--- config.mk ---
export PLATFORM = sky130hd
export DESIGN_NAME = selcall_tone_sequencer
export DESIGN_NICKNAME = d
export VERILOG_FILES = /design/src/hdl/stseq_pkg.sv /design/src/hdl/stseq_txq.sv /design/src/hdl/stseq_rxq.sv /design/src/hdl/selcall_tone_sequencer.sv
export SDC_FILE = /design/constraint.sdc
export NUM_CORES = 1
export LEC_CHECK = 0
export ABC_CLOCK_PERIOD_IN_PS = 7200
export BUFFER_PORTS_ARGS = -buffer_cell sky130_fd_sc_hd__buf_4
export CAP_MARGIN = 20
export CORE_ASPECT_RATIO = 2
export CORE_UTILIZATION = 25
export DETAILED_ROUTE_END_ITERATION = 16
export MAX_ROUTING_LAYER = met4
export PLACE_DENSITY = 0.38
export REMOVE_ABC_BUFFERS = 1
export SLEW_MARGIN = 20
export SYNTH_ARGS = -nofsm -noshare
export SYNTH_HDL_FRONTEND = slang
export SYNTH_SLANG_ARGS = --single-unit
--- constraint.sdc ---
create_clock -name clk_i -period 7.2 [get_ports clk_i]
set_input_delay 0.72 -clock clk_i [delete_from_list [all_inputs] [get_ports clk_i]]
set_output_delay 0.72 -clock clk_i [all_outputs]
set_load 0.01 [all_outputs]
--- src/hdl/stseq_pkg.sv ---
package stseq_pkg;

  // queue sizes
  localparam int TX_QUEUE_DEPTH = 16;
  localparam int RX_QUEUE_DEPTH = 16;
  localparam int TX_PTR_W = $clog2(TX_QUEUE_DEPTH);
  localparam int TX_CNT_W = $clog2(TX_QUEUE_DEPTH + 1);
  localparam int RX_PTR_W = $clog2(RX_QUEUE_DEPTH);
  localparam int RX_CNT_W = $clog2(RX_QUEUE_DEPTH + 1);

  // field widths
  localparam int TONE_W   = 4;
  localparam int WORD_W   = 11;
  localparam int OP_W     = 2;
  localparam int STATUS_W = 3;

  // tone codes
  localparam logic [TONE_W-1:0] NO_TONE      = 4'hF;
  localparam logic [TONE_W-1:0] MAX_TONE     = 4'hE;
  localparam logic [TONE_W-1:0] REPEAT_RESET = 4'hE;

  // opcodes
  localparam logic [OP_W-1:0] OP_QUEUE  = 2'd0;
  localparam logic [OP_W-1:0] OP_TICK   = 2'd1;
  localparam logic [OP_W-1:0] OP_DETECT = 2'd2;
  localparam logic [OP_W-1:0] OP_READ   = 2'd3;

  // status codes
  localparam logic [STATUS_W-1:0] ST_OK       = 3'd0;
  localparam logic [STATUS_W-1:0] ST_TX_FULL  = 3'd1;
  localparam logic [STATUS_W-1:0] ST_BAD_CODE = 3'd2;
  localparam logic [STATUS_W-1:0] ST_RX_EMPTY = 3'd3;
  localparam logic [STATUS_W-1:0] ST_RX_DROP  = 3'd4;

  // register byte addresses
  localparam int              APB_ADDR_W  = 3;
  localparam logic [APB_ADDR_W-1:0] ADDR_REPEAT = 3'd0;

  typedef struct packed {
    logic push;
    logic pop;
  } q_ctrl_t;

  typedef struct packed {
    logic full;
    logic empty;
  } q_flags_t;

  // tone generator divider words
  function automatic logic [WORD_W-1:0] divider_word(input logic [TONE_W-1:0] tone);
    logic [WORD_W-1:0] w;
    case (tone)
      4'd0:    w = 11'h1a4;
      4'd1:    w = 11'h3b7;
      4'd2:    w = 11'h365;
      4'd3:    w = 11'h31a;
      4'd4:    w = 11'h2d0;
      4'd5:    w = 11'h293;
      4'd6:    w = 11'h25c;
      4'd7:    w = 11'h227;
      4'd8:    w = 11'h1f8;
      4'd9:    w = 11'h1ca;
      4'd10:   w = 11'h168;
      4'd11:   w = 11'h4dc;
      4'd12:   w = 11'h40f;
      4'd13:   w = 11'h473;
      4'd14:   w = 11'h184;
      default: w = 11'h000;
    endcase
    return w;
  endfunction

endpackage

--- src/hdl/stseq_txq.sv ---
module stseq_txq
  import stseq_pkg::*;
(
  input  logic              clk_i,
  input  logic              rst_ni,
  input  q_ctrl_t           ctrl_i,
  input  logic [TONE_W-1:0] wdata_i,
  output logic [TONE_W-1:0] head_o,
  output q_flags_t          flags_o
);

  logic [TONE_W-1:0]   mem_q [TX_QUEUE_DEPTH];
  logic [TX_PTR_W-1:0] wr_ptr_q, wr_ptr_d;
  logic [TX_PTR_W-1:0] rd_ptr_q, rd_ptr_d;
  logic [TX_CNT_W-1:0] count_q, count_d;
  logic                do_push, do_pop;

  assign flags_o.full  = (count_q == TX_CNT_W'(TX_QUEUE_DEPTH));
  assign flags_o.empty = (count_q == '0);
  assign head_o        = mem_q[rd_ptr_q];

  assign do_push = ctrl_i.push && !flags_o.full;
  assign do_pop  = ctrl_i.pop && !flags_o.empty;

  always_comb begin
    wr_ptr_d = wr_ptr_q;
    rd_ptr_d = rd_ptr_q;
    count_d  = count_q;
    if (do_push) begin
      wr_ptr_d = (wr_ptr_q == TX_PTR_W'(TX_QUEUE_DEPTH - 1)) ? '0 : wr_ptr_q + 1'b1;
    end
    if (do_pop) begin
      rd_ptr_d = (rd_ptr_q == TX_PTR_W'(TX_QUEUE_DEPTH - 1)) ? '0 : rd_ptr_q + 1'b1;
    end
    if (do_push && !do_pop) begin
      count_d = count_q + 1'b1;
    end else if (do_pop && !do_push) begin
      count_d = count_q - 1'b1;
    end
  end

  always_ff @(posedge clk_i or negedge rst_ni) begin
    if (!rst_ni) begin
      wr_ptr_q <= '0;
      rd_ptr_q <= '0;
      count_q  <= '0;
    end else begin
      wr_ptr_q <= wr_ptr_d;
      rd_ptr_q <= rd_ptr_d;
      count_q  <= count_d;
    end
  end

  always_ff @(posedge clk_i) begin
    if (do_push) begin
      mem_q[wr_ptr_q] <= wdata_i;
    end
  end

endmodule

--- src/hdl/stseq_rxq.sv ---
module stseq_rxq
  import stseq_pkg::*;
(
  input  logic              clk_i,
  input  logic              rst_ni,
  input  q_ctrl_t           ctrl_i,
  input  logic [TONE_W-1:0] wdata_i,
  output logic [TONE_W-1:0] head_o,
  output q_flags_t          flags_o
);

  logic [TONE_W-1:0]   mem_q [RX_QUEUE_DEPTH];
  logic [RX_PTR_W-1:0] wr_ptr_q, wr_ptr_d;
  logic [RX_PTR_W-1:0] rd_ptr_q, rd_ptr_d;
  logic [RX_CNT_W-1:0] count_q, count_d;
  logic                do_push, do_pop;

  assign flags_o.full  = (count_q == RX_CNT_W'(RX_QUEUE_DEPTH));
  assign flags_o.empty = (count_q == '0);
  assign head_o        = mem_q[rd_ptr_q];

  assign do_push = ctrl_i.push && !flags_o.full;
  assign do_pop  = ctrl_i.pop && !flags_o.empty;

  always_comb begin
    wr_ptr_d = wr_ptr_q;
    rd_ptr_d = rd_ptr_q;
    count_d  = count_q;
    if (do_push) begin
      wr_ptr_d = (wr_ptr_q == RX_PTR_W'(RX_QUEUE_DEPTH - 1)) ? '0 : wr_ptr_q + 1'b1;
    end
    if (do_pop) begin
      rd_ptr_d = (rd_ptr_q == RX_PTR_W'(RX_QUEUE_DEPTH - 1)) ? '0 : rd_ptr_q + 1'b1;
    end
    if (do_push && !do_pop) begin
      count_d = count_q + 1'b1;
    end else if (do_pop && !do_push) begin
      count_d = count_q - 1'b1;
    end
  end

  always_ff @(posedge clk_i or negedge rst_ni) begin
    if (!rst_ni) begin
      wr_ptr_q <= '0;
      rd_ptr_q <= '0;
      count_q  <= '0;
    end else begin
      wr_ptr_q <= wr_ptr_d;
      rd_ptr_q <= rd_ptr_d;
      count_q  <= count_d;
    end
  end

  always_ff @(posedge clk_i) begin
    if (do_push) begin
      mem_q[wr_ptr_q] <= wdata_i;
    end
  end

endmodule

--- src/hdl/selcall_tone_sequencer.sv ---
// an accepted input item is held in the input register; its result item leaves from the result register
// throughput: one item per cycle while the master side takes every result; a waiting
// result holds the item in the input register, one more item is taken if that register
// is empty, then s_axis_tready stays low until the result is taken
// reset: rst_ni is asynchronous and active low; it empties both tone queues, ends any
// burst, forgets the last sent and last heard tones and sets repeat_code to 14
module selcall_tone_sequencer
  import stseq_pkg::*;
(
  input  logic                  clk_i,
  input  logic                  rst_ni,

  // input items
  input  logic                  s_axis_tvalid,
  output logic                  s_axis_tready,
  input  logic [7:0]            s_axis_tdata,  // [3:0] tone_code, [4] tone_present
  input  logic [OP_W-1:0]       s_axis_tuser,  // [1:0] opcode

  // result items
  output logic                  m_axis_tvalid,
  input  logic                  m_axis_tready,
  output logic [23:0]           m_axis_tdata,  // [2:0] status, [13:3] tx_word,
                                               // [14] tx_word_valid, [15] tx_active,
                                               // [19:16] rx_tone, [20] rx_tone_valid

  // configuration
  input  logic                  psel,
  input  logic                  penable,
  input  logic                  pwrite,
  input  logic [APB_ADDR_W-1:0] paddr,
  input  logic [31:0]           pwdata,
  output logic [31:0]           prdata,
  output logic                  pready
);

  // configuration register
  logic [TONE_W-1:0] repeat_code_q;

  // input register
  logic              in_valid_q;
  logic [OP_W-1:0]   op_q;
  logic [TONE_W-1:0] code_q;
  logic              present_q;

  // sequencer state
  logic              burst_q, burst_d;
  logic [TONE_W-1:0] last_sent_q, last_sent_d;
  logic [TONE_W-1:0] last_heard_q, last_heard_d;

  // result register
  logic                out_valid_q;
  logic [STATUS_W-1:0] status_q, status_d;
  logic [WORD_W-1:0]   tx_word_q, tx_word_d;
  logic                tx_word_valid_q, tx_word_valid_d;
  logic                tx_active_q;
  logic [TONE_W-1:0]   rx_tone_q, rx_tone_d;
  logic                rx_tone_valid_q, rx_tone_valid_d;

  // queue interface
  q_ctrl_t           txq_ctrl, rxq_ctrl;
  q_flags_t          txq_flags, rxq_flags;
  logic [TONE_W-1:0] txq_head, rxq_head;
  logic [TONE_W-1:0] rxq_wdata;
  logic [TONE_W-1:0] sent_tone;

  logic process;
  logic cfg_wr;

  // an item in the input register is worked on once the result slot is free
  assign process       = in_valid_q && (!out_valid_q || m_axis_tready);
  assign s_axis_tready = !in_valid_q || process;

  // ---------------------------------------------------------------------------
  // configuration port: always ready, repeat_code at byte address 0
  // ---------------------------------------------------------------------------
  assign pready = 1'b1;
  assign cfg_wr = psel && penable && pwrite && (paddr[APB_ADDR_W-1:2] == ADDR_REPEAT[APB_ADDR_W-1:2]);
  assign prdata = (paddr[APB_ADDR_W-1:2] == ADDR_REPEAT[APB_ADDR_W-1:2])
                  ? {{(32 - TONE_W){1'b0}}, repeat_code_q} : '0;

  always_ff @(posedge clk_i or negedge rst_ni) begin
    if (!rst_ni) begin
      repeat_code_q <= REPEAT_RESET;
    end else if (cfg_wr) begin
      repeat_code_q <= pwdata[TONE_W-1:0];
    end
  end

  // ---------------------------------------------------------------------------
  // input register
  // ---------------------------------------------------------------------------
  always_ff @(posedge clk_i or negedge rst_ni) begin
    if (!rst_ni) begin
      in_valid_q <= 1'b0;
    end else if (s_axis_tready) begin
      in_valid_q <= s_axis_tvalid;
    end
  end

  always_ff @(posedge clk_i) begin
    if (s_axis_tvalid && s_axis_tready) begin
      op_q      <= s_axis_tuser;
      code_q    <= s_axis_tdata[TONE_W-1:0];
      present_q <= s_axis_tdata[TONE_W];
    end
  end

  // ---------------------------------------------------------------------------
  // per-item decision logic
  // ---------------------------------------------------------------------------
  // a tone equal to the one sent just before goes out as the repeat tone
  assign sent_tone = (txq_head == last_sent_q) ? repeat_code_q : txq_head;

  always_comb begin
    burst_d         = burst_q;
    last_sent_d     = last_sent_q;
    last_heard_d    = last_heard_q;
    status_d        = ST_OK;
    tx_word_d       = '0;
    tx_word_valid_d = 1'b0;
    rx_tone_d       = '0;
    rx_tone_valid_d = 1'b0;
    txq_ctrl        = '0;
    rxq_ctrl        = '0;
    rxq_wdata       = code_q;

    if (process) begin
      case (op_q)
        OP_QUEUE: begin
          // bad code is checked before the full check
          if (code_q > MAX_TONE) begin
            status_d = ST_BAD_CODE;
          end else if (txq_flags.full) begin
            status_d = ST_TX_FULL;
          end else begin
            txq_ctrl.push = 1'b1;
            // first tone of a burst: forget what went out in the last one
            if (!burst_q) begin
              burst_d     = 1'b1;
              last_sent_d = NO_TONE;
            end
          end
        end
        OP_TICK: begin
          if (burst_q) begin
            tx_word_valid_d = 1'b1;
            if (!txq_flags.empty) begin
              txq_ctrl.pop = 1'b1;
              tx_word_d    = divider_word(sent_tone);
              last_sent_d  = sent_tone;
            end else begin
              // queue ran dry: silence the generator and end the burst
              burst_d = 1'b0;
            end
          end
        end
        OP_DETECT: begin
          if (present_q && (code_q != last_heard_q)) begin
            if (code_q == repeat_code_q) begin
              // repeat tone stands for the previous tone, if there was one
              rxq_wdata     = last_heard_q;
              rxq_ctrl.push = (last_heard_q != NO_TONE);
            end else begin
              rxq_ctrl.push = 1'b1;
            end
            if (rxq_ctrl.push && rxq_flags.full) begin
              status_d = ST_RX_DROP;
            end
            last_heard_d = code_q;
          end else begin
            // duplicate or lost tone rearms the detector
            last_heard_d = NO_TONE;
          end
        end
        OP_READ: begin
          if (rxq_flags.empty) begin
            status_d = ST_RX_EMPTY;
          end else begin
            rxq_ctrl.pop    = 1'b1;
            rx_tone_d       = rxq_head;
            rx_tone_valid_d = 1'b1;
          end
        end
        default: begin
          status_d = ST_OK;
        end
      endcase
    end
  end

  always_ff @(posedge clk_i or negedge rst_ni) begin
    if (!rst_ni) begin
      burst_q      <= 1'b0;
      last_sent_q  <= NO_TONE;
      last_heard_q <= NO_TONE;
    end else begin
      burst_q      <= burst_d;
      last_sent_q  <= last_sent_d;
      last_heard_q <= last_heard_d;
    end
  end

  // ---------------------------------------------------------------------------
  // tone queues
  // ---------------------------------------------------------------------------
  stseq_txq u_txq (
    .clk_i   (clk_i),
    .rst_ni  (rst_ni),
    .ctrl_i  (txq_ctrl),
    .wdata_i (code_q),
    .head_o  (txq_head),
    .flags_o (txq_flags)
  );

  stseq_rxq u_rxq (
    .clk_i   (clk_i),
    .rst_ni  (rst_ni),
    .ctrl_i  (rxq_ctrl),
    .wdata_i (rxq_wdata),
    .head_o  (rxq_head),
    .flags_o (rxq_flags)
  );

  // ---------------------------------------------------------------------------
  // result register
  // ---------------------------------------------------------------------------
  always_ff @(posedge clk_i or negedge rst_ni) begin
    if (!rst_ni) begin
      out_valid_q <= 1'b0;
    end else if (process) begin
      out_valid_q <= 1'b1;
    end else if (m_axis_tready) begin
      out_valid_q <= 1'b0;
    end
  end

  always_ff @(posedge clk_i) begin
    if (process) begin
      status_q        <= status_d;
      tx_word_q       <= tx_word_d;
      tx_word_valid_q <= tx_word_valid_d;
      tx_active_q     <= burst_d;
      rx_tone_q       <= rx_tone_d;
      rx_tone_valid_q <= rx_tone_valid_d;
    end
  end

  assign m_axis_tvalid = out_valid_q;
  assign m_axis_tdata  = {3'b000, rx_tone_valid_q, rx_tone_q, tx_active_q,
                          tx_word_valid_q, tx_word_q, status_q};

endmodule
# Word-level counts from Yosys, hierarchy flattened
# Memories as Yosys holds them, arrays and structs flattened. A register that Yosys moved wholly into a read port is not among the register bits.
# Index checks and enable logic that the tools add are counted.
[word_totals]
register_bits = 54
elab_cells = 145
n_memories = 3
romBits = 176
ram_bits = 128
inputBits = 52
[classes]
n_addsub = 8
mux = 54
eq_ne = 18
n_lt_le_gt_ge = 1
reduce_logical = 38
n_bitwise = 4
[memory_table]
columns = ["name", "depth", "width", "read_ports", "rd_clocked_by_memory_dff", "wr", "line_no", "source"]
rows = [
  ["(name not given)", 16, 11, 1, 1, 0, "stseq_pkg.sv:52", "case (tone)"],
  ["u_rxq.mem_q", 16, 4, 1, 1, 1, "stseq_rxq.sv:12", "logic [TONE_W-1:0] mem_q [RX_QUEUE_DEPTH];"],
  ["u_txq.mem_q", 16, 4, 1, 0, 1, "stseq_txq.sv:12", "logic [TONE_W-1:0] mem_q [TX_QUEUE_DEPTH];"],
]
[op_table]
columns = ["operator", "n"]
rows = [
  ["$mux W4", 16],
  ["$mux W1", 25],
  ["$mux W5", 4],
  ["$add A4 B1 Y4 const B", 4],
  ["$eq A4 B4 Y1 const B", 4],
  ["$logic_and A1 B1 Y1", 15],
  ["$add A5 B1 Y5 const B", 2],
  ["$eq A5 B5 Y1 const B", 2],
  ["$logic_not A1 Y1", 10],
  ["$logic_not A5 Y1", 2],
  ["$ne A2 B2 Y1 const B", 5],
  ["$sub A5 B1 Y5 const B", 2],
  ["$pmux W3 S3", 1],
  ["$eq A4 B4 Y1", 2],
  ["$mux W2", 4],
  ["$pmux W4 S2", 1],
  ["$reduce_bool A2 Y1", 4],
  ["$reduce_and A7 Y1", 1],
  ["$mux W3", 2],
  ["$eq A2 B2 Y1 const B", 2],
  ["$gt A4 B4 Y1 const B", 1],
  ["$ne A4 B4 Y1", 1],
  ["$ne A4 B4 Y1 const B", 1],
  ["$not A1 Y1", 4],
  ["7 further kinds", 8],
]

# Logic depth before layout (Yosys ltp)
# Gate-level depths: netlist of run 1.
[depth]
ltp_word = 13
mapped_depth = 18
ltp_nobuf = 15

# By module
# Synthesis of run 1 repeated with hierarchy kept, for this count alone.
[hier_totals]
hier_cells = 710
hier_area_um2 = 9530.4
[modules_own_cells]
columns = ["module", "area_per_inst_um2", "cells_each", "instances"]
rows = [
  ["stseq_txq", 3373.2, 226, 1],
  ["stseq_rxq", 3358.2, 211, 1],
  ["selcall_tone_sequencer", 2798.9, 273, 1],
]

# Worst setup path after synthesis of run 1
# OpenSTA, ideal clock, no wires.
[synth_timing]
path_type = "reg-to-reg"
startpoint = "register u_txq.rd_ptr_q[1]"
endpoint = "register tx_word_q[5] (data pin)"
arrival_ns = 3.288
n_path_buf = 3
setup_slack_ns = 3.655
synth_period_minus_slack_ns = 3.545
stages_incl_launch_ff = 18
setup_ns = 0.256
path_cell_list = "dfrtp_1 > buf_6 > buf_8 > mux4_2 > mux2i_1 > xor2_1 > nand4_1 > nor4_2 > a21oi_2 > buf_6 > mux2i_2 > inv_1 > ha_1 > inv_1 > nor3_1 > a31oi_1 > o2111ai_1 > a22o_1"
[synth_via]
elab_chain_cells = 3
[synth_lines]
columns = ["element", "line_no", "source"]
rows = [
  ["from (decl)", "stseq_txq.sv:14", "logic [TX_PTR_W-1:0] rd_ptr_q, rd_ptr_d;"],
  ["from (signal assigned)", "stseq_txq.sv:49", "rd_ptr_q <= rd_ptr_d;"],
  ["$mem_v2 Z16 W4 *", "n/a", ""],
  ["$eq A4 B4 Y1", "selcall_tone_sequencer.sv:112", "assign sent_tone = (txq_head == last_sent_q) ? repeat_code_q : txq_head;"],
  ["$mux W4 *", "selcall_tone_sequencer.sv:112", ""],
  ["to (signal assigned)", "selcall_tone_sequencer.sv:240", "tx_word_q <= tx_word_d;"],
  ["to (decl)", "selcall_tone_sequencer.sv:53", "logic [WORD_W-1:0] tx_word_q, tx_word_d;"],
]
# Every way passes the cells marked *; elsewhere a longest branch is shown, timed or not.
# A chain may end at the register's enable or synchronous reset.

# Final worst setup path of run 1
# Ends and elaborated chain as after synthesis.

==> results of run 1 <==
[cells in the mapped netlist, drive strengths merged, types with 2 or more instances]
| cell type | number | area share (%) |
|---|---|---|
| nand3b | 4 | 0.32 |
| a31oi | 3 | 0.20 |
| o22a | 4 | 0.37 |
| mux2 | 15 | 1.8 |
| dfstp | 11 | 3.1 |
| a21o | 7 | 0.56 |
| nor3b | 3 | 0.24 |
| edfxtp | 156 | 50 |
| nand3 | 11 | 0.59 |
| nand4 | 6 | 0.40 |
| nand2 | 38 | 1.5 |
| xor2 | 9 | 0.84 |
| a22o | 3 | 0.28 |
| nor4 | 7 | 0.60 |
| nor3 | 10 | 0.53 |
| ha | 25 | 3.3 |
| o32ai | 3 | 0.36 |
| xnor2 | 27 | 2.5 |
| conb | 2 | 0.080 |
| mux4 | 25 | 6.0 |
| inv | 20 | 0.80 |
| nand2b | 7 | 0.47 |
| a22oi | 11 | 0.88 |
| and2 | 20 | 1.3 |
| nor2 | 34 | 1.4 |
| clkbuf | 15 | 0.60 |
| nand4b | 2 | 0.19 |
| or3 | 2 | 0.13 |
| o31ai | 2 | 0.16 |
| a21oi | 19 | 1.1 |
| nor2b | 15 | 1.0 |
| mux2i | 39 | 4.3 |
| fa | 2 | 0.43 |
| buf | 46 | 3.7 |
| o21ai | 19 | 1.0 |
| dfrtp | 30 | 8.0 |
| and3b | 2 | 0.19 |
[power by group]
part	internal [W]	switching, W	leakage, nW
Combinational	0.000681	0.000871	1.62
Sequential	0.00139	0.000207	1.91
Clock	0.000515	0.000504	0.311
Total	0.00259	0.00158	3.83
[cell type report]
type	count	area [sq um]	share of cell area, %
multi-input combinational	413	3276	30.75
timing repair buffer	48	360.3	3.383
tap	454	568.0	5.333
sequential	197	5724	53.74
clock buffer	17	425.4	3.994
inverter	20	75.07	0.7048
clock inverter	15	222.7	2.091
[metal layers]
| layer | GRT usage, % | vias to the layer above |
|---|---|---|
| li1 | - | 2446 |
| met1 | 11.05 | 2662 |
| met2 | 25.29 | 96 |
| met3 | 2.047 | 30 |
| met4 | 5.643 | 0 |
| met5 | - | - |
[flip-flops by register name, summed over array words and instances, names as in the netlist, 5 cells and up]
signal	cells
u_rxq.mem_q	64
u_txq.mem_q	64
tx_word_q	11
u_rxq.count_q	5
u_txq.count_q	5
[per-stage QoR]
step / power (W) / utilization (%) / hold slack (ns) / setup WS, ns / std cells
after floorplan: 0.002694 / - / 0.4244 / 2.696 / 630
after global placement: 0.003175 / 27.28 / 0.4731 / 2.403 / 1132
after detailed placement: 0.003207 / 27.28 / 0.4864 / 2.360 / 1132
after CTS: 0.004238 / 29.05 / 0.2883 / 2.349 / 1164
after global routing: 0.004425 / 29.05 / 0.2953 / 2.083 / 1164
final: 0.004170 / 29.05 / 0.2757 / 2.445 / 1164
[logic make-up after synthesis]
family          after synthesis  synth area share, %
fa+ha+maj                    27                3.768
compound gates               76                5.412
xor+xnor                     36                3.367
mux                          79                12.11
flops                       197                61.13
other cells                   2              0.08020
buf+inv                      81                5.091
simple gates                163                9.046
[critical path, stage by stage (launching register included)]
cell and delay [ns]:
dfrtp_1 0.33, buf_4 0.46, mux4_2 0.59, mux2i_2 0.34, xnor2_1 0.18, nor4_2 0.10, a21oi_2 0.65, mux2i_1 0.61
inv_1 0.23, ha_1 0.35, inv_1 0.12, nor3_1 0.05, a31oi_1 0.16, o2111ai_1 0.13, a22o_1 0.19
[worst paths after layout]
check,start,to,slack (ns),cells after the start
setup / recovery,u_txq.rd_ptr_q[1],tx_word_q[5],2.44,14
min in group clk_i,s_axis_tuser[1],op_q[1],0.45,1
setup reg to reg,u_txq.rd_ptr_q[1],tx_word_q[5],2.44,14
hold reg to reg,u_txq.count_q[4],u_txq.count_q[4],0.50,1
hold / removal,rst_ni,u_rxq.rd_ptr_q[2],0.28,1
max in group asynchronous,rst_ni,u_txq.wr_ptr_q[0],6.49,1
==> results_dict.tcl, run 1 <==
set metrics [dict create \
    critical_path_arrival_ns 4.96 \
    drive_above_1_share_pct 19.86 \
    fin_crit_sh_pct 66.04 \
    dpl_cell_area_sq_mm 0.01000 \
    finish.instance_area_sq_mm 0.01065 \
    ys_ff_latch 197 \
    vias 5234 \
    fp.dieH_microns 275.7 \
    p_per_area_mw_per_mm2 391.5 \
    die_x_microns 138.9 \
    viasPerCell 4.497 \
    row_count 99 \
    boundaryPins 111 \
    wl_met3_microns 402 \
    grt_pass1_wl_microns 33590 \
    ys_seq_area_share_pct 61.13 \
    slew_headroom_pct 35.47 \
    wl_met2_microns 13620 \
    grt_pass1_vias 5490 \
    root_buffer "clkbuf_16" \
    setup_tns_ns 0 \
    drc 17 \
    status "finished with violations" \
    dr.pass1.iters 10 \
    layout_common_cells "edfxtp_1, buf_4, nand2_1, mux2i_1, nor2_1" \
    topRoutingLayerUsed "met4" \
    numCtsBuffers 17 \
    crit_path_start_kind "flip-flop" \
    clock_skew_ns 0.01870 \
    yosysWarnings 0 \
    timing_worst_slew_pin_value_ns 0.9669 \
    nNetsFinal 776 \
    final_common_cell "edfxtp_1" \
    slew_violations 0 \
    cts_buffer_depth 2 \
    final_antenna_net_count 0 \
    finalSetupViolCount 0 \
    critPathMaxFanout 32 \
    synth.cell_area_sq_mm 0.009364 \
    htreeDepth 4 \
    setup.worst_path.end_class "flip-flop" \
    cts_tree "yes" \
    ir_drop_v 0.0001719 \
    antenna_found_initial 0 \
    drv_cap 0 \
    gp_congestion 0.7792 \
    crit_required_ns 7.40 \
    cts.sinks 197 \
    hp-class "input port to async pin" \
    async_reset_ff_share_pct 20.81 \
    antenna_cells 0 \
    max_freq_mhz 210.3 \
    ys_types 53 \
    initial_utilization_pct 25.54 \
    critPathKind "flip-flop to flip-flop" \
    period_needed_ns 4.755 \
    rsz0062_at_grt "false" \
    hold_viol 0 \
    overflow 0 \
    finalWirelength_microns 22250 \
    syn_avg_cell_area_sq_um 14.17 \
    n_fill_cell 3692 \
    grt_max_degree 42 \
    ys.flop_type "edfxtp_1" \
    cts_setup_buffers 0 \
    postCtsHoldBufs 0 \
    wl_per_cell_microns 19.11 \
    cellLeakagePower_nw 3.835 \
    synth_edf_count 156 \
    dieArea_sq_mm 0.03828 \
    syn_to_final_growth_pct 13.75 \
    cts_resized 0 \
    synthCells 661 \
    worstSkewPairLatency_ns 0.45 \
    cts.clk_slew.worst_paths_ns 0.09 \
    core_area_sq_mm 0.03667 \
    drt_iter0_drc 237 \
    hpwl_microns 16680 \
    met1_length_microns 7536 \
    violations "design-rule violations" \
    port_buffers 45 \
    track_usage_pct 12.48 \
]
Note: power is estimated with default switching activity, not from simulation.
==> inputs of run 2 (changes only) <==
--- a/config.mk
+++ b/config.mk
@@ -5,14 +5,15 @@
 export SDC_FILE = /design/constraint.sdc
 export NUM_CORES = 1
 export LEC_CHECK = 0
-export ABC_CLOCK_PERIOD_IN_PS = 7200
+export ABC_AREA = 1
+export ABC_CLOCK_PERIOD_IN_PS = 3800
 export BUFFER_PORTS_ARGS = -buffer_cell sky130_fd_sc_hd__buf_4
 export CAP_MARGIN = 20
 export CORE_ASPECT_RATIO = 2
 export CORE_UTILIZATION = 25
 export DETAILED_ROUTE_END_ITERATION = 16
 export MAX_ROUTING_LAYER = met4
-export PLACE_DENSITY = 0.38
+export PLACE_DENSITY = 0.39
 export REMOVE_ABC_BUFFERS = 1
 export SLEW_MARGIN = 20
 export SYNTH_ARGS = -nofsm -noshare
==> constraint.sdc (replaced) <==
create_clock -name clk_i -period 3.8 [get_ports clk_i]
set_input_delay 0.38 -clock clk_i [delete_from_list [all_inputs] [get_ports clk_i]]
set_output_delay 0.38 -clock clk_i [all_outputs]
set_load 0.01 [all_outputs]
==> results_dict.tcl, run 2 <==
set metrics [dict create \
    status "complete, no violations" \
    vias 6280 \
    synth-compound-area-share_pct 6.239 \
    fin_crit_sh_pct 85.31 \
    synth_edf_count 156 \
    wl_per_cell_microns 17.15 \
    hold_viol 0 \
    die_x_microns 140.3 \
    synth_fa_ha_area_share_pct 3.688 \
    min_to "code_q[3]" \
    grt_max_degree 42 \
    initial_utilization_pct 25.32 \
    p_per_area_mw_per_mm2 730.1 \
    synth_area_leaders "edfxtp_1, nand2_1, dfrtp_1, inv_1, nor2_1" \
    nNetsFinal 1076 \
    overflow 0 \
    placed_cells 1440 \
    hpwl_microns 19030 \
    gp_congestion 0.8081 \
    instances_no_fill 1473 \
    drt_iter0_drc 279 \
    synth_area_leader_cell "edfxtp_1" \
    dr.pass1.iters 4 \
    max_freq_mhz 308.5 \
    synth_top_area_share_pct 48.97 \
    drive_above_1_share_pct 13.47 \
    synth.cell_area_sq_mm 0.009567 \
    htreeDepth 4 \
    layout_common_cells "nand2_1, edfxtp_1, inv_1, nor2_1, buf_4" \
    dieArea_sq_mm 0.03910 \
    boundaryPins 111 \
    rsz0062_at_grt "false" \
    numCtsBuffers 17 \
    ys_types 47 \
    critical_path_arrival_ns 3.58 \
    cts_buffer_depth 2 \
    core_area_sq_mm 0.03779 \
    finalSetupViolCount 0 \
    grt_pass1_wl_microns 37810 \
    synth_top_family_by_area "simple AND/OR/NAND/NOR gates" \
    reg_top3 "u_rxq.mem_q (64), u_txq.mem_q (64), tx_word_q (11)" \
    synth_xor_xnor_area_share_pct 1.648 \
    ir_drop_v 0.0003020 \
    cts.clk_slew.worst_paths_ns 0.07 \
    viasPerCell 4.263 \
    crit_required_ns 4.14 \
    clock_skew_ns 0.01221 \
    path_delay_family "flip-flops" \
    root_buffer "clkbuf_16" \
    crit_path_top_delay_cell "edfxtp_1" \
    cts_tree "yes" \
    critPathKind "flip-flop to flip-flop" \
    async_reset_ff_share_pct 20.81 \
    grt_pass1_vias 6398 \
    min-delay-start "s_axis_tdata[3]" \
    hold_path_depth 1 \
    drv_cap 0 \
    crit_chain "inv_1 -> nor4_1 -> buf_4 -> nor3_1 -> inv_1 -> nor2_2 -> ha_1 -> inv_1 -> ha_1 -> a21o_1 -> a31oi_1 -> nand2_1 -> nand2_1 -> nor2_1 -> xor2_1" \
    fp.dieH_microns 278.6 \
    r2r_setup_slack_ns 0.56 \
    synthCells 940 \
    ys_seq_area_share_pct 59.84 \
    muxShareOfSynthArea_pct 0.7324 \
    reg2reg_to "u_txq.count_q[4]" \
    row_count 101 \
    cpMostUsedCell "inv_1" \
    path_depth 15 \
    ys.flop_type "edfxtp_1" \
    cellLeakagePower_nw 4.585 \
    ys_ff_latch 197 \
    antenna_cells 0 \
    port_buffers 45 \
    ys_top_cells_by_count "nand2_1, edfxtp_1, inv_1" \
    antenna_found_initial 0 \
    holdWs_ns 0.09991 \
    critPathMaxFanout 12 \
    slew_headroom_pct 54.34 \
    finalWirelength_microns 25260 \
    rr_worst_depth 15 \
    final_common_cell "nand2_1" \
    crit_path_start_kind "flip-flop" \
    cts.sinks 197 \
    hp-class "input port to flip-flop" \
    setup_tns_ns 0 \
    final_antenna_net_count 0 \
    slew_violations 0 \
    r2r-start "code_q[0]" \
    period_needed_ns 3.242 \
    setup.worst_path.end_class "flip-flop" \
    syn_to_final_growth_pct 14.41 \
    syn_avg_cell_area_sq_um 10.18 \
    yosysWarnings 0 \
    synth_most_common_cell "nand2_1" \
    cpPeakStageDelay_ns 0.77 \
    timing_worst_slew_pin_value_ns 0.6797 \
    track_usage_pct 13.98 \
    drc 0 \
    worstSkewPairLatency_ns 0.46 \
    yosys.area_share.simple_pct 18.70 \
    worst-path-buf-inv 4 \
]
==> run 2: cell types whose count changed after synthesis, sizes merged, moves of 17 or more <==
cell,previous run,this run
mux2i,39,7
and2,20,0
nor2,34,102
nand3,11,64
mux4,25,0
nand2,38,237
o21ai,19,37
xnor2,27,10
inv,20,117
==> run 2: where the power goes <==
group	leakage [nW]	internal, W	switching [W]
sequential	1.90	0.00266	0.000278
clock	0.295	0.00100	0.000906
combinational	2.39	0.00101	0.00213
total	4.59	0.00467	0.00332
==> run 2: final cells by class <==
class,count,area (sq um)
flip-flops and latches,197,5724
clock buffers,17,425.4
multi-input cells,598,3087
repair buffers,66,498.0
clock inverters,15,187.7
well taps,463,579.3
inverters,117,444.2
fillers,3879,26840
==> run 2: worst register-to-register path, stage by stage (launching register included) <==
cell and delay, ns:
edfxtp_1 0.77, inv_1 0.18, nor4_1 0.42, buf_4 0.20, nor3_1 0.04, inv_1 0.08
nor2_2 0.10, ha_1 0.24, inv_1 0.16, ha_1 0.29, a21o_1 0.19, a31oi_1 0.17
nand2_1 0.07, nand2_1 0.06, nor2_1 0.05, xor2_1 0.13
==> run 2: cells by family (layout without fill, tap and decap cells) <==
kind of cell | after synthesis | in the layout
compound gates | 95 | 95
xor+xnor | 18 | 18
fa+ha+maj | 27 | 27
buf+inv | 175 | 215
flops | 197 | 197
mux | 7 | 7
other cells | 2 | 32
simple gates | 419 | 419
==> run 2: worst max path at each step <==
stage,start,to,slack (ns)
2_1_floorplan,m_axis_tvalid,u_rxq.count_q[4],0.57
3_3_place_gp,code_q[0],u_txq.count_q[4],0.51
3_5_place_dp,code_q[0],u_txq.count_q[4],0.52
4_1_cts,code_q[0],u_txq.count_q[4],0.49
5_1_grt,op_q[1],u_rxq.count_q[4],0.26
6_report,code_q[0],u_txq.count_q[4],0.56
==> run 2: through the flow <==
step	utilization (%)	total power (W)	worst slack [ns]	area, sq um
after floorplan	-	0.005088	0.5692	9255
after global placement	27.32	0.006176	0.5075	10320
after detailed placement	27.32	0.006199	0.5171	10320
after CTS	28.97	0.008137	0.4912	10950
after global routing	28.97	0.008577	0.2614	10950
final	28.97	0.007991	0.5582	10950
==> run 2: repair_timing <==
item                       CTS  global route
resized for setup            0             0
hold endpoints to repair    30             0
hold buffers                 1             0
setup endpoints to repair    0             0
setup buffers                0             0
==> run 2: per-layer routing <==
layer	GRT usage [%]	part of all wire [%]	wire length, microns
met5	-	0	0
met3	2.401	1.9	469
met1	11.08	32	8158
met4	7.298	4.3	1084
met2	29.08	62	15550
==> inputs of run 3 (changes only) <==
--- a/config.mk
+++ b/config.mk
@@ -9,7 +9,6 @@
 export ABC_CLOCK_PERIOD_IN_PS = 3800
 export BUFFER_PORTS_ARGS = -buffer_cell sky130_fd_sc_hd__buf_4
 export CAP_MARGIN = 20
-export CORE_ASPECT_RATIO = 2
 export CORE_UTILIZATION = 25
 export DETAILED_ROUTE_END_ITERATION = 16
 export MAX_ROUTING_LAYER = met4
@@ -18,4 +17,5 @@
 export SLEW_MARGIN = 20
 export SYNTH_ARGS = -nofsm -noshare
 export SYNTH_HDL_FRONTEND = slang
+export SYNTH_HIERARCHICAL = 1
 export SYNTH_SLANG_ARGS = --single-unit
==> results_dict.tcl, run 3 <==
set metrics [dict create \
    fp.dieH_microns 201.6 \
    setup.worst_path.end_class "flip-flop" \
    yosysWarnings 6 \
    worstSkewPairLatency_ns 0.44 \
    dpl_cell_area_sq_mm 0.01072 \
    antenna_found_initial 0 \
    ys_types 44 \
    wl_per_cell_microns 14.23 \
    crit_path_start_kind "flip-flop" \
    cts_resized 0 \
    reg_top3 "u_rxq/mem_q (64), u_txq/mem_q (64), tx_word_q (11)" \
    critPathKind "flip-flop to flip-flop" \
    cts.sinks 197 \
    boundaryPins 111 \
    cts.clk_slew.worst_paths_ns 0.08 \
    finish.instance_area_sq_mm 0.01130 \
    rsz0062_at_grt "false" \
    fin_util_pct 28.97 \
    vias 6666 \
    r2r-start "u_txq/count_q[0]" \
    period_needed_ns 2.979 \
    grt_max_degree 44 \
    ys_ff_latch 197 \
    crit_required_ns 4.14 \
    drive_above_1_share_pct 13.93 \
    ys_top_cells_by_count "nand2_1, edfxtp_1, inv_1" \
    drv_cap 0 \
    critical_path_arrival_ns 3.32 \
    ir_drop_v 0.0002691 \
    slew_headroom_pct 41.20 \
    synth-compound-area-share_pct 3.757 \
    nNetsFinal 1174 \
    min_to "op_q[0]" \
    gp_congestion 0.7546 \
    track_usage_pct 12.25 \
    htreeDepth 4 \
    r2r_setup_slack_ns 0.82 \
    dieArea_sq_mm 0.04063 \
    viasPerCell 4.087 \
    grt_pass1_vias 6587 \
    muxShareOfSynthArea_pct 0 \
    overflow 0 \
    syn_to_final_growth_pct 13.48 \
    instances_no_fill 1631 \
    dr.pass1.iters 4 \
    critPathMaxFanout 8 \
    die_x_microns 201.6 \
    synth_top_family_by_area "simple AND/OR/NAND/NOR gates" \
    core_area_sq_mm 0.03901 \
    final_common_cell "nand2_1" \
    min-delay-start "s_axis_tuser[0]" \
    setup_tns_ns 0 \
    synth_edf_count 156 \
    syn_avg_cell_area_sq_um 9.501 \
    row_count 72 \
    max_freq_mhz 335.7 \
    hold_path_depth 1 \
    cts_tree "yes" \
    hold_viol 0 \
    port_buffers 45 \
    clock_skew_ns 0.01175 \
    drc 0 \
    placed_cells 1598 \
    timing_worst_slew_pin_value_ns 0.8819 \
    cts_buffer_depth 2 \
    yosys.area_share.simple_pct 23.17 \
    async_reset_ff_share_pct 20.81 \
    fin_crit_sh_pct 78.39 \
    synth_area_leaders "edfxtp_1, nand2_1, dfrtp_1, inv_1, nand3_1" \
    synth_fa_ha_area_share_pct 2.915 \
    synth.cell_area_sq_mm 0.009957 \
    initial_utilization_pct 25.53 \
    slew_violations 0 \
    reg2reg_to "u_txq/count_q[4]" \
    hpwl_microns 16160 \
    synth_xor_xnor_area_share_pct 1.759 \
    status "complete, no violations" \
    finalWirelength_microns 23210 \
    p_per_area_mw_per_mm2 692.6 \
    rr_worst_depth 18 \
    n_fill_cell 4151 \
    ys.flop_type "edfxtp_1" \
    synth_most_common_cell "nand2_1" \
    drt_iter0_drc 376 \
    hp-class "input port to flip-flop" \
    cellLeakagePower_nw 4.884 \
    synth_top_area_share_pct 47.05 \
    final_antenna_net_count 0 \
    layout_common_cells "nand2_1, edfxtp_1, inv_1, nand3_1, nor2_1" \
    grt_pass1_wl_microns 36890 \
    finalSetupViolCount 0 \
    antenna_cells 0 \
    ys_seq_area_share_pct 57.49 \
    synthCells 1048 \
    numCtsBuffers 17 \
    synth_area_leader_cell "edfxtp_1" \
    total_power_w 0.007826 \
    root_buffer "clkbuf_16" \
]
-- run 3: cell types whose count changed in the layout (fill, tap and decap cells not counted), moves of 6 or more --
cell,before,now
mux2i_1,7,0
buf_4,65,59
nand2_1,224,273
a31oi_1,7,0
o221ai_1,6,0
inv_1,110,150
nor2_1,99,87
a21oi_1,19,12
or2_0,0,6
nand3_1,62,109
o32ai_1,10,0
-- run 3: cells by family (layout without fill, tap and decap cells) --
logic type / Yosys count / after routing
AO/OA/AOI/OAI: 63 / 63
XOR/XNOR: 20 / 20
adder cells (fa/ha/maj): 22 / 22
buffers and inverters: 220 / 255
flip-flops: 197 / 197
other: 2 / 32
AND/OR/NAND/NOR: 524 / 524
-- run 3: worst max-delay path by stage --
stage	start	to	cells past startpoint
after global routing	u_txq/count_q[4]	u_txq/count_q[4]	17
after detailed placement	u_txq/count_q[0]	u_txq/count_q[4]	18
after floorplan	m_axis_tready	u_rxq/count_q[4]	17
final	u_txq/count_q[0]	u_txq/count_q[4]	18
after CTS	u_txq/count_q[0]	u_txq/count_q[4]	18
after global placement	u_txq/count_q[0]	u_txq/count_q[4]	18
-- run 3: critical path, cell delays in order (launching register included) --
cell and delay [ns]:
dfrtp_1 0.39, inv_1 0.11, nand4_1 0.16, inv_1 0.11, nor3_4 0.28, inv_1 0.15, nor2_2 0.17, nand2_1 0.26
ha_1 0.36, inv_1 0.16, ha_1 0.29, nand2_1 0.08, nand2_1 0.07, inv_1 0.05, nand2_1 0.04, nand2_1 0.05
nand2_1 0.05, nand2_1 0.05, nand2_1 0.04
-- run 3: timing repair --
action / 4_1_cts / 5_1_grt
buffers inserted: 0 / 0
endpoints found under the hold margin: 30 / 0
hold buffers: 1 / 0
-- run 3: stage by stage --
| stage | setup slack (ns) | hold slack, ns |
|---|---|---|
| 2_1_floorplan | 0.6111 | 0.08441 |
| 3_3_place_gp | 0.8034 | 0.4595 |
| 3_5_place_dp | 0.7845 | 0.4726 |
| 4_1_cts | 0.7730 | 0.08573 |
| 5_1_grt | 0.4455 | 0.08958 |
| 6_report | 0.8211 | 0.1179 |
-- run 3: report_power, final --
part | switching, W | internal (W) | leakage (nW)
Clock | 0.000844 | 0.000937 | 0.275
Sequential | 0.000253 | 0.00264 | 1.91
Combinational | 0.00213 | 0.00102 | 2.70
-- run 3: area by class of cell --
class / instances / area, sq um / area share (%)
Tap cell: 518 / 648.1 / 5.736
Inverter: 163 / 631.9 / 5.592
Multi-Input combinational cell: 661 / 3274 / 28.98
Timing Repair Buffer: 60 / 452.9 / 4.008
Clock buffer: 20 / 446.7 / 3.953
Sequential cell: 197 / 5724 / 50.66
Clock inverter: 12 / 121.4 / 1.074
-- run 3: layer usage --
layer,global-route usage (%),up-vias,wire [microns]
li1,-,3413,-
met1,15.87,3108,11190
met2,19.14,123,10750
met3,2.268,22,818
met4,4.221,0,452
met5,-,-,0
